==> src/sv/bcfp_pkg.sv <==
// Package for the bracket command frame parser.
// Holds sizes, character codes, command and phase encodings and the
// controller/datapath handshake structs. No dependencies.
`timescale 1ns / 1ps

package bcfp_pkg;

  // Frame buffer size and derived widths
  localparam int CMD_LEN = 8;
  localparam int BUF_AW  = (CMD_LEN > 1) ? $clog2(CMD_LEN) : 1;
  localparam int POS_W   = $clog2(CMD_LEN + 1);

  // Port widths
  localparam int IN_TDATA_W  = 8;
  localparam int OUT_TDATA_W = 56;
  localparam int CFG_IDX_W   = 2;
  localparam int CFG_DATA_W  = 16;
  localparam int VAL_W       = 16;

  // Configuration register indexes
  localparam logic [CFG_IDX_W-1:0] CFG_VOLTAGE_MAX    = 2'd0;
  localparam logic [CFG_IDX_W-1:0] CFG_HYSTERESIS_MAX = 2'd1;
  localparam logic [CFG_IDX_W-1:0] CFG_TIMEOUT_TICKS  = 2'd2;

  // Reset values of the configuration registers
  localparam logic [VAL_W-1:0] VOLTAGE_MAX_RST    = 16'd65535;
  localparam logic [VAL_W-1:0] HYSTERESIS_MAX_RST = 16'd65535;
  localparam logic [VAL_W-1:0] TIMEOUT_TICKS_RST  = 16'd1000;

  // Item kinds carried on tuser
  localparam logic OP_BYTE = 1'b0;
  localparam logic OP_TICK = 1'b1;

  // Character codes
  localparam logic [7:0] CH_START = 8'h3C;  // '<'
  localparam logic [7:0] CH_END   = 8'h3E;  // '>'
  localparam logic [7:0] CH_C     = 8'h43;
  localparam logic [7:0] CH_D     = 8'h44;
  localparam logic [7:0] CH_R     = 8'h52;
  localparam logic [7:0] CH_V     = 8'h56;
  localparam logic [7:0] CH_H     = 8'h48;
  localparam logic [7:0] CH_I     = 8'h49;
  localparam logic [7:0] CH_PLUS  = 8'h2B;
  localparam logic [7:0] CH_MINUS = 8'h2D;
  localparam logic [7:0] CH_ZERO  = 8'h30;
  localparam logic [7:0] CH_NINE  = 8'h39;
  localparam logic [7:0] CH_SPACE = 8'h20;
  localparam logic [7:0] CH_TAB   = 8'h09;
  localparam logic [7:0] CH_CR    = 8'h0D;

  // Run command codes
  typedef enum logic [1:0] {
    RUN_NONE      = 2'd0,
    RUN_CHARGE    = 2'd1,
    RUN_DISCHARGE = 2'd2,
    RUN_RESTART   = 2'd3
  } run_cmd_t;

  // Frame reception phase
  typedef enum logic [2:0] {
    PH_IDLE     = 3'b001,
    PH_COLLECT  = 3'b010,
    PH_WAIT_END = 3'b100
  } phase_t;

  // Controller -> datapath commands
  typedef struct packed {
    logic step;        // apply the accepted item to the frame state
    logic parse_step;  // advance the number parser by one character
    logic load;        // decode the frame and load the output register
  } ctrl_cmd_t;

  // Datapath -> controller status
  typedef struct packed {
    logic parse_done;  // number parser finished, or no number to parse
  } dp_sts_t;

endpackage

==> src/sv/bcfp_datapath.sv <==
// Datapath of the bracket command frame parser: frame buffer, timeout timer,
// serial decimal parser, settings and the output register.
// Depends on bcfp_pkg.
`timescale 1ns / 1ps

module bcfp_datapath (
  input  logic                                clk,
  input  logic                                rst_n,
  input  logic                                cfg_we,
  input  logic [bcfp_pkg::CFG_IDX_W-1:0]      cfg_index,
  input  logic [bcfp_pkg::CFG_DATA_W-1:0]     cfg_wdata,
  input  logic                                item_opcode,
  input  logic [7:0]                          item_byte,
  input  bcfp_pkg::ctrl_cmd_t                 cmd,
  output bcfp_pkg::dp_sts_t                   sts,
  output logic [bcfp_pkg::OUT_TDATA_W-1:0]    out_tdata
);
  import bcfp_pkg::*;

  // Configuration
  logic [VAL_W-1:0] vmax_r, hmax_r, tmo_ticks_r;

  // Frame state
  phase_t           phase_r, phase_nxt;
  logic [7:0]       buf_r [CMD_LEN];
  logic [7:0]       buf_nxt [CMD_LEN];
  logic [POS_W-1:0] fill_r, fill_nxt;
  logic [VAL_W-1:0] left_r, left_nxt;
  logic             armed_r, armed_nxt;

  // Per-item flags
  logic acc_r, err_r, tmo_r;
  logic complete_c, error_c, tmo_c;

  // Number parser
  logic [POS_W-1:0] pos_r, pos_nxt;
  logic [VAL_W-1:0] num_r, num_nxt;
  logic             neg_r, neg_nxt;
  logic             digits_r, digits_nxt;
  logic             pdone_r, pdone_nxt;
  logic [7:0]       pch;
  logic [VAL_W-1:0] pdigit;
  logic             p_blank, p_digit;

  // Settings
  run_cmd_t         run_r, run_nxt;
  logic [VAL_W-1:0] volt_r, volt_nxt;
  logic [VAL_W-1:0] hys_r, hys_nxt;
  logic [VAL_W-1:0] cur_r, cur_nxt;
  logic             strobe_c;
  logic [VAL_W-1:0] value_c;

  logic [OUT_TDATA_W-1:0] out_tdata_r;

  // Configuration writes
  always_ff @(posedge clk) begin
    if (!rst_n) begin
      vmax_r      <= VOLTAGE_MAX_RST;
      hmax_r      <= HYSTERESIS_MAX_RST;
      tmo_ticks_r <= TIMEOUT_TICKS_RST;
    end else if (cfg_we) begin
      case (cfg_index)
        CFG_VOLTAGE_MAX:    vmax_r      <= cfg_wdata;
        CFG_HYSTERESIS_MAX: hmax_r      <= cfg_wdata;
        CFG_TIMEOUT_TICKS:  tmo_ticks_r <= cfg_wdata;
        default: ;
      endcase
    end
  end

  // Item step: frame phase, buffer fill and timeout timer
  always_comb begin
    phase_nxt  = phase_r;
    buf_nxt    = buf_r;
    fill_nxt   = fill_r;
    left_nxt   = left_r;
    armed_nxt  = armed_r;
    complete_c = 1'b0;
    error_c    = 1'b0;
    tmo_c      = 1'b0;
    if (cmd.step) begin
      if (item_opcode == OP_TICK) begin
        if (armed_r) begin
          if (left_r <= VAL_W'(1)) begin
            left_nxt  = '0;
            armed_nxt = 1'b0;
            if (phase_r != PH_IDLE) begin
              phase_nxt = PH_IDLE;
              tmo_c     = 1'b1;
            end
          end else begin
            left_nxt = left_r - VAL_W'(1);
          end
        end
      end else begin
        case (phase_r)
          PH_COLLECT: begin
            if (item_byte == CH_END) begin
              complete_c = 1'b1;
              phase_nxt  = PH_IDLE;
            end else if (fill_r < POS_W'(CMD_LEN)) begin
              buf_nxt[fill_r[BUF_AW-1:0]] = item_byte;
              fill_nxt = fill_r + POS_W'(1);
              if (fill_r == POS_W'(CMD_LEN - 1)) phase_nxt = PH_WAIT_END;
            end else begin
              phase_nxt = PH_WAIT_END;
            end
          end
          PH_WAIT_END: begin
            complete_c = (item_byte == CH_END);
            error_c    = (item_byte != CH_END);
            phase_nxt  = PH_IDLE;
          end
          default: begin
            phase_nxt = PH_IDLE;
            if (item_byte == CH_START) begin
              left_nxt  = tmo_ticks_r;
              armed_nxt = 1'b1;
              phase_nxt = PH_COLLECT;
              fill_nxt  = '0;
              for (int i = 0; i < CMD_LEN; i++) buf_nxt[i] = 8'h00;
            end
          end
        endcase
      end
    end
  end

  // Character classes at the parse position
  assign pch     = buf_r[pos_r[BUF_AW-1:0]];
  assign p_blank = (pch == CH_SPACE) || (pch inside {[CH_TAB:CH_CR]});
  assign p_digit = (pch inside {[CH_ZERO:CH_NINE]});
  assign pdigit  = VAL_W'(pch - CH_ZERO);

  // Number parser: one buffer position per step
  always_comb begin
    pos_nxt    = pos_r;
    num_nxt    = num_r;
    neg_nxt    = neg_r;
    digits_nxt = digits_r;
    pdone_nxt  = pdone_r;
    if (cmd.step) begin
      pos_nxt    = POS_W'(1);
      num_nxt    = '0;
      neg_nxt    = 1'b0;
      digits_nxt = 1'b0;
      pdone_nxt  = !(complete_c && (buf_r[0] inside {CH_V, CH_H, CH_I}));
    end else if (cmd.parse_step && !pdone_r) begin
      if (pos_r >= POS_W'(CMD_LEN)) begin
        pdone_nxt = 1'b1;
      end else if (!digits_r) begin
        // leading blanks, then an optional sign or the first digit
        if (p_blank) begin
          pos_nxt = pos_r + POS_W'(1);
        end else if (pch == CH_PLUS || pch == CH_MINUS) begin
          neg_nxt    = (pch == CH_MINUS);
          pos_nxt    = pos_r + POS_W'(1);
          digits_nxt = 1'b1;
        end else if (p_digit) begin
          num_nxt    = pdigit;
          pos_nxt    = pos_r + POS_W'(1);
          digits_nxt = 1'b1;
        end else begin
          pdone_nxt = 1'b1;
        end
      end else begin
        // digit run, value kept modulo 2^16
        if (p_digit) begin
          num_nxt = {num_r[VAL_W-4:0], 3'b000} + {num_r[VAL_W-2:0], 1'b0} + pdigit;
          pos_nxt = pos_r + POS_W'(1);
        end else begin
          pdone_nxt = 1'b1;
        end
      end
    end
  end

  // Frame decode on output load
  assign value_c = neg_r ? (VAL_W'(0) - num_r) : num_r;

  always_comb begin
    run_nxt  = run_r;
    volt_nxt = volt_r;
    hys_nxt  = hys_r;
    cur_nxt  = cur_r;
    strobe_c = 1'b0;
    if (cmd.load && acc_r) begin
      case (buf_r[0])
        CH_C: run_nxt = RUN_CHARGE;
        CH_D: run_nxt = RUN_DISCHARGE;
        CH_R: run_nxt = RUN_RESTART;
        CH_V: if (value_c != '0 && value_c < vmax_r) volt_nxt = value_c;
        CH_H: if (value_c != '0 && value_c < hmax_r) hys_nxt = value_c;
        CH_I: begin
          if (value_c != '0) begin
            cur_nxt  = value_c;
            strobe_c = 1'b1;
          end
        end
        default: run_nxt = RUN_NONE;
      endcase
    end
  end

  // State registers
  always_ff @(posedge clk) begin
    if (!rst_n) begin
      phase_r  <= PH_IDLE;
      fill_r   <= '0;
      left_r   <= '0;
      armed_r  <= 1'b0;
      run_r    <= RUN_NONE;
      volt_r   <= '0;
      hys_r    <= '0;
      cur_r    <= '0;
      pdone_r  <= 1'b1;
      acc_r    <= 1'b0;
      err_r    <= 1'b0;
      tmo_r    <= 1'b0;
      for (int i = 0; i < CMD_LEN; i++) buf_r[i] <= 8'h00;
    end else begin
      phase_r <= phase_nxt;
      fill_r  <= fill_nxt;
      left_r  <= left_nxt;
      armed_r <= armed_nxt;
      run_r   <= run_nxt;
      volt_r  <= volt_nxt;
      hys_r   <= hys_nxt;
      cur_r   <= cur_nxt;
      pdone_r <= pdone_nxt;
      buf_r   <= buf_nxt;
      if (cmd.step) begin
        acc_r <= complete_c;
        err_r <= error_c;
        tmo_r <= tmo_c;
      end
    end
  end

  // Parser working registers and output payload
  always_ff @(posedge clk) begin
    pos_r    <= pos_nxt;
    num_r    <= num_nxt;
    neg_r    <= neg_nxt;
    digits_r <= digits_nxt;
    if (cmd.load) begin
      out_tdata_r <= {2'b00, strobe_c, cur_nxt, hys_nxt, volt_nxt, run_nxt,
                      tmo_r, err_r, acc_r};
    end
  end

  assign sts.parse_done = pdone_r;
  assign out_tdata      = out_tdata_r;

endmodule

==> src/sv/bcfp_ctrl.sv <==
// Controller of the bracket command frame parser: item sequencing state
// machine and output valid flag. Depends on bcfp_pkg.
`timescale 1ns / 1ps

module bcfp_ctrl (
  input  logic                 clk,
  input  logic                 rst_n,
  input  logic                 in_tvalid,
  output logic                 in_tready,
  output logic                 out_tvalid,
  input  logic                 out_tready,
  input  bcfp_pkg::dp_sts_t    sts,
  output bcfp_pkg::ctrl_cmd_t  cmd
);
  import bcfp_pkg::*;

  typedef enum logic [2:0] {
    S_IDLE   = 3'b001,
    S_PARSE  = 3'b010,
    S_FINISH = 3'b100
  } state_t;

  state_t state_r, state_nxt;
  logic   out_valid_r, out_valid_nxt;
  logic   slot_free;

  assign slot_free = !out_valid_r || out_tready;

  // Sequencing
  always_comb begin
    state_nxt      = state_r;
    cmd.step       = 1'b0;
    cmd.parse_step = 1'b0;
    cmd.load       = 1'b0;
    in_tready      = 1'b0;
    case (state_r)
      S_IDLE: begin
        in_tready = 1'b1;
        if (in_tvalid) begin
          cmd.step  = 1'b1;
          state_nxt = S_PARSE;
        end
      end
      S_PARSE: begin
        if (sts.parse_done) state_nxt = S_FINISH;
        else cmd.parse_step = 1'b1;
      end
      S_FINISH: begin
        if (slot_free) begin
          cmd.load  = 1'b1;
          state_nxt = S_IDLE;
        end
      end
      default: state_nxt = S_IDLE;
    endcase
  end

  // Output register valid
  always_comb begin
    out_valid_nxt = out_valid_r;
    if (cmd.load) out_valid_nxt = 1'b1;
    else if (out_tready) out_valid_nxt = 1'b0;
  end

  always_ff @(posedge clk) begin
    if (!rst_n) begin
      state_r     <= S_IDLE;
      out_valid_r <= 1'b0;
    end else begin
      state_r     <= state_nxt;
      out_valid_r <= out_valid_nxt;
    end
  end

  assign out_tvalid = out_valid_r;

endmodule

==> src/sv/bracket_command_frame_parser.sv <==
// Top level of the bracket command frame parser.
// Instantiates bcfp_ctrl and bcfp_datapath; depends on bcfp_pkg.
`timescale 1ns / 1ps

// Each input item (a received byte or a timer tick) yields exactly one result
// item. Items are handled one at a time: acceptance, a check for a number,
// then decode and load of the output register. Frames starting with V, H or
// I walk the decimal number through the buffer one character per cycle
// before the decode. The output register lets the next item be accepted
// while the previous result still waits on out_tready.
// Configuration writes take effect at once and are meant for idle periods.
module bracket_command_frame_parser (
  input  logic                                clk,
  input  logic                                rst_n,
  input  logic                                cfg_we,
  input  logic [bcfp_pkg::CFG_IDX_W-1:0]      cfg_index,
  input  logic [bcfp_pkg::CFG_DATA_W-1:0]     cfg_wdata,
  input  logic                                in_tvalid,
  output logic                                in_tready,
  input  logic [bcfp_pkg::IN_TDATA_W-1:0]     in_tdata,   // [7:0] rx_byte
  input  logic                                in_tuser,   // [0] opcode
  output logic                                out_tvalid,
  input  logic                                out_tready,
  // [0] frame_accepted, [1] frame_error, [2] timed_out, [4:3] run_command,
  // [20:5] target_voltage, [36:21] hysteresis_value, [52:37] current_limit,
  // [53] current_limit_update, [55:54] zero
  output logic [bcfp_pkg::OUT_TDATA_W-1:0]    out_tdata
);
  import bcfp_pkg::*;

  ctrl_cmd_t cmd;
  dp_sts_t   sts;

  bcfp_ctrl u_ctrl (
    .clk        (clk),
    .rst_n      (rst_n),
    .in_tvalid  (in_tvalid),
    .in_tready  (in_tready),
    .out_tvalid (out_tvalid),
    .out_tready (out_tready),
    .sts        (sts),
    .cmd        (cmd)
  );

  bcfp_datapath u_datapath (
    .clk         (clk),
    .rst_n       (rst_n),
    .cfg_we      (cfg_we),
    .cfg_index   (cfg_index),
    .cfg_wdata   (cfg_wdata),
    .item_opcode (in_tuser),
    .item_byte   (in_tdata),
    .cmd         (cmd),
    .sts         (sts),
    .out_tdata   (out_tdata)
  );

endmodule
==> config.mk <==
export PLATFORM = sky130hd
export DESIGN_NAME = bracket_command_frame_parser
export DESIGN_NICKNAME = d
export VERILOG_FILES = /design/src/sv/bcfp_pkg.sv /design/src/sv/bcfp_datapath.sv /design/src/sv/bcfp_ctrl.sv /design/src/sv/bracket_command_frame_parser.sv
export SDC_FILE = /design/constraint.sdc
export NUM_CORES = 1
export LEC_CHECK = 0
export ABC_CLOCK_PERIOD_IN_PS = 6000
export BUFFER_PORTS_ARGS = -buffer_cell sky130_fd_sc_hd__buf_2
export CAP_MARGIN = 20
export CORE_ASPECT_RATIO = 1.4
export CORE_MARGIN = 4
export CORE_UTILIZATION = 61
export CTS_CLUSTER_SIZE = 14
export DETAILED_ROUTE_END_ITERATION = 7
export GPL_TIMING_DRIVEN = 0
export PLACE_DENSITY = 0.8
export SLEW_MARGIN = 20
export SYNTH_ARGS = -nofsm -noshare
export SYNTH_HDL_FRONTEND = slang
export SYNTH_SLANG_ARGS = --single-unit
export TNS_END_PERCENT = 10
==> constraint.sdc <==
create_clock -name clk -period 6 [get_ports clk]
set_clock_uncertainty 0.15 [all_clocks]
set_input_delay 0.9 -clock clk [delete_from_list [all_inputs] [get_ports clk]]
set_output_delay 0.9 -clock clk [all_outputs]
set_load 0.1 [all_outputs]
==> Flow_metrics.wiki <==
{| class="wikitable"
! Metric !! Value
|-
| Top-level I/O count || 90
|-
| Area share of the largest cell type after synthesis || 31.2%
|-
| Maximum fanout along the worst path || 10
|-
| Area delta synth->final || 12.0%
|-
| Reg2reg setup slack || between 0.5 and 0.6 ns
|-
| Row cnt || 65
|-
| Hold buffers post-CTS || 0
|-
| Final min period || 5.43 ns
|-
| Max-Slew Margin vs Limit || between 20 and 30%
|-
| Std-Cell Core Area || 22400 sq um
|-
| Most common library cells after synthesis || 216 x sky130_fd_sc_hd__dfxtp_1, 146 x sky130_fd_sc_hd__nand2_1, 132 x sky130_fd_sc_hd__inv_1
|-
| Post-route DRC || 0
|-
| Post-synthesis average cell area || 9.49 sq um
|-
| Final critical-path share of the clock period || 90.4%
|-
| Hold path start || u_datapath.tmo_r$_SDFFE_PN0P_
|-
| Post-route worst hold slack || 0.283 ns
|-
| Hold Path Class || reg -> reg
|-
| TritonCTS clock tree || yes
|-
| Die Span X || approximately 140 um
|-
| Area of the mapped netlist || 13900 sq um
|-
| Average wire length per cell after detail routing || 18.1 um
|-
| Data required, critical path || between 6 and 7 ns
|-
| Seq. cell area || a little under 6000 sq um
|-
| DIE AREA || ~25000 sq um
|-
| Number of enable flip-flop cells after synthesis || 54
|-
| Total vias in the final route || roughly 11000
|-
| Critical path start-end classification || reg -> reg
|-
| Number of H-tree levels || 1
|-
| Max rail drop VDD || 0.198 mV
|-
| Measured slew at the worst slew-check pin || ~1.1 ns
|-
| Cell count after placement || between 1500 and 2000
|-
| Cell types occupying the most area after synthesis || sky130_fd_sc_hd__dfxtp_1 31%, sky130_fd_sc_hd__edfxtp_1 12%, sky130_fd_sc_hd__ha_1 5.0%
|-
| Critical path launch point type || flip-flop
|-
| Clk slew on worst S/H paths || roughly 0.060 ns
|-
| Clock insertion delay at the later pin of the skew report || between 0.5 and 0.6 ns
|-
| Hold Path Depth || 0
|-
| Master of the slowest instance on the critical path || sky130_fd_sc_hd__mux4_2
|-
| Gp weighted congestion || between 0.9 and 1
|-
| Crit path cell chain || buf_2 -> buf_2 -> mux4_2 -> mux2i_1 -> inv_1 -> ha_1 -> nor2_2 -> fa_1 -> ha_1 -> nand3_1 -> a211oi_1 -> nor3_1 -> o31ai_1 -> xnor2_1 -> a21oi_1 -> a211oi_1
|-
| Vias in the first global route || around 11000
|-
| Synthesized netlist cell count || 1462
|-
| Number of nets still failing antenna checks after routing || 0
|-
| Data arrival time of the worst path || between 5 and 6 ns
|-
| Kind of capture point of the worst setup path || flip-flop
|-
| Antenna violations before repair || 0
|-
| Flop and latch count out of synthesis || 270
|-
| Synth Warn # || 0
|-
| Initial DRC Count || 716
|-
| Max capacitance violation total || 0
|-
| Family of cells with the greatest summed delay on the critical path || adder cells
|-
| Buf+Inv Stages, Crit Path || 3
|-
| Filler instances || approximately 1800
|-
| Maximum buffer depth of the clock tree || 3
|-
| Total routed wirelength || 34200 um
|-
| Final slew viol count || 0
|-
| Overall routing resource usage || 26.7%
|-
| Wire length of the first global-routing pass || 55700 um
|-
| Worst path max stage delay || 0.58 ns
|-
| Hold Vio Cnt, Final || 0
|-
| Number of clock sinks || 270
|-
| Most frequently used flop master after synthesis || sky130_fd_sc_hd__dfxtp_1
|-
| Final cell count without fillers || approximately 1900
|-
| Count of TritonRoute iterations in the first routing pass || 5
|-
| Number of inserted diodes || 0
|-
| Post-synth ARST share || 0%
|-
| Initial Utilization || between 60 and 70%
|-
| Number of failing setup endpoints in the final timing report || 0
|-
| Root Driver || sky130_fd_sc_hd__clkbuf_16
|-
| Power per cell area || roughly 230 nW/um^2
|-
| Launch point of the worst reg-to-reg path || u_datapath.pos_r[1]$_SDFFE_PP0P_
|-
| Most numerous cell in the Yosys netlist || sky130_fd_sc_hd__dfxtp_1
|-
| Layout cells sized above 1 || 12.9%
|-
| Clock buffer count from CTS || 25
|-
| Max Clock Freq || 0.184 GHz
|-
| Worst Hold Endpoint || u_datapath.out_tdata[2]$_DFFE_PP_
|-
| Layout Nets || 1678
|-
| Unrepaired setup endpoints after global routing || no
|-
| Post-synthesis cell type with the largest combined area || sky130_fd_sc_hd__dfxtp_1
|-
| Leakage || 6.40 nW
|-
| End of the worst register-to-register path || u_datapath.num_r[15]$_SDFFE_PP0P_
|-
| FF-to-FF path depth || 16
|-
| Remaining Overflow, GRT || 0
|-
| Port-buffer cells || 87
|-
| Drt via density || 5.93
|-
| Area of combinational cells with multiple inputs || 7090 sq um
|-
| Sequential share of the synthesized area || between 40 and 50%
|-
| HPWL after detailed placement || ~25000 um
|-
| Maximum number of pins on one net before global-route repair || 32
|-
| Outcome || finished, final reports clean
|-
| Number of distinct library cell variants in the gate-level netlist after synthesis || 80
|-
| Vertical die dimension || ~190 um
|}
-- registers in the layout, indices dropped and copies added (netlist names), 2 cells and up --
name                    count
u_datapath.phase_r          3
u_datapath.pos_r            4
u_datapath.hys_r           16
u_datapath.num_r           16
u_datapath.fill_r           4
u_datapath.out_tdata       54
u_datapath.tmo_ticks_r     16
u_datapath.left_r          16
u_datapath.volt_r          16
u_datapath.hmax_r          16
u_datapath.run_r            2
u_datapath.buf_r           64
u_ctrl.state_r              3
u_datapath.cur_r           16
u_datapath.vmax_r          16
-- area by class of cell --
type | instances | area share [%]
clock inverter | 8 | 0.443
tap | 301 | 2.42
sequential | 270 | 38.3
buffer | 81 | 2.24
inverter | 135 | 3.26
timing repair buffer | 88 | 2.93
clock buffer | 35 | 4.80
multi-input combinational | 977 | 45.6
-- kinds of logic after synthesis --
group | after synthesis | share of synthesized area (%)
buffers and inverters | 216 | 6.16
flip-flops | 270 | 42.9
other | 1 | 0.0270
AO/OA/AOI/OAI | 330 | 16.4
adder cells (fa/ha/maj) | 68 | 6.84
XOR/XNOR | 32 | 2.07
multiplexers | 111 | 10.2
AND/OR/NAND/NOR | 434 | 15.4
-- repair_timing --
item,in CTS,in global routing
gates resized for setup,0,1
setup buffers,0,0
setup endpoints to repair,0,1
-- layout by cell type (no fill, tap or decap), types with 7 or more instances in the layout --
cell type                   count
sky130_fd_sc_hd__a211oi_1      26
sky130_fd_sc_hd__mux2i_1       49
sky130_fd_sc_hd__a31oi_1        9
sky130_fd_sc_hd__mux2_1        23
sky130_fd_sc_hd__edfxtp_1      54
sky130_fd_sc_hd__nand3b_1       9
sky130_fd_sc_hd__nand2b_1       8
sky130_fd_sc_hd__fa_1          13
sky130_fd_sc_hd__nor2_1        97
sky130_fd_sc_hd__mux2_4        14
sky130_fd_sc_hd__dfxtp_1      216
sky130_fd_sc_hd__mux2_2         9
sky130_fd_sc_hd__a22oi_1       11
sky130_fd_sc_hd__o22ai_1       49
sky130_fd_sc_hd__a22o_1         7
sky130_fd_sc_hd__nor3_1        26
sky130_fd_sc_hd__mux4_2        16
sky130_fd_sc_hd__o211ai_1      44
sky130_fd_sc_hd__o22a_1        17
sky130_fd_sc_hd__or3_1         10
sky130_fd_sc_hd__a21oi_1       67
sky130_fd_sc_hd__nand3_1       12
sky130_fd_sc_hd__nand2_1      146
sky130_fd_sc_hd__and2_1        70
sky130_fd_sc_hd__a21o_1        10
sky130_fd_sc_hd__nor4_1         9
sky130_fd_sc_hd__clkbuf_16     27
sky130_fd_sc_hd__nor2b_1        9
sky130_fd_sc_hd__ha_1          55
sky130_fd_sc_hd__clkbuf_1      64
sky130_fd_sc_hd__inv_1        132
sky130_fd_sc_hd__o21ai_0       38
sky130_fd_sc_hd__buf_2         95
sky130_fd_sc_hd__xnor2_1       25
-- how the worst max path moves through the flow --
stage / slack, ns / startpoint / end / cells after the start
CTS: 0.31 / u_datapath.pos_r[1]$_SDFFE_PP0P_ / u_datapath.num_r[15]$_SDFFE_PP0P_ / 16
finish: 0.57 / u_datapath.pos_r[1]$_SDFFE_PP0P_ / u_datapath.num_r[15]$_SDFFE_PP0P_ / 16
global route: 0.17 / u_datapath.pos_r[1]$_SDFFE_PP0P_ / u_datapath.num_r[15]$_SDFFE_PP0P_ / 16
floorplan: 0.47 / out_tready / u_datapath.out_tdata[42]$_DFFE_PP_ / 8
detailed placement: 0.36 / u_datapath.pos_r[1]$_SDFFE_PP0P_ / u_datapath.num_r[15]$_SDFFE_PP0P_ / 16
global placement: -0.86 / out_tready / u_datapath.cur_r[11]$_SDFF_PN0_ / 10
-- per-stage QoR --
stage / setup WS (ns) / util, % / cell area, sq um / TNS [ns] / total power [mW]
5_1_grt: 0.172 / 69.2 / 15500 / 0 / 3.71
6_report: 0.574 / 69.2 / 15500 / 0 / 3.60
2_1_floorplan: 0.472 / - / 13900 / 0 / 2.00
4_1_cts: 0.306 / 69.2 / 15500 / 0 / 3.61
3_5_place_dp: 0.356 / 65.6 / 14700 / 0 / 2.06
3_3_place_gp: -0.856 / 65.4 / 14700 / -43.69 / 2.05
-- report_power, final --
| group | leakage, nW | internal [mW] | switching [mW] | total (mW) |
|---|---|---|---|---|
| logic | 3.75 | 0.0392 | 0.114 | 0.153 |
| registers | 2.24 | 1.86 | 0.00668 | 1.87 |
| clock network | 0.408 | 0.908 | 0.669 | 1.58 |
-- layer usage --
layer  global-route usage (%)  routed length, um  up-vias  share of wire (%)
met1                     32.5              13700     5331                 40
met2                     47.4              17300      402                 51
met3                     2.91               1690       98                4.9
met5                        0                  0        -                  0
li1                         -                  -     5412                  -
met4                     11.5               1450        0                4.2
(Power assumes the default switching activity.)
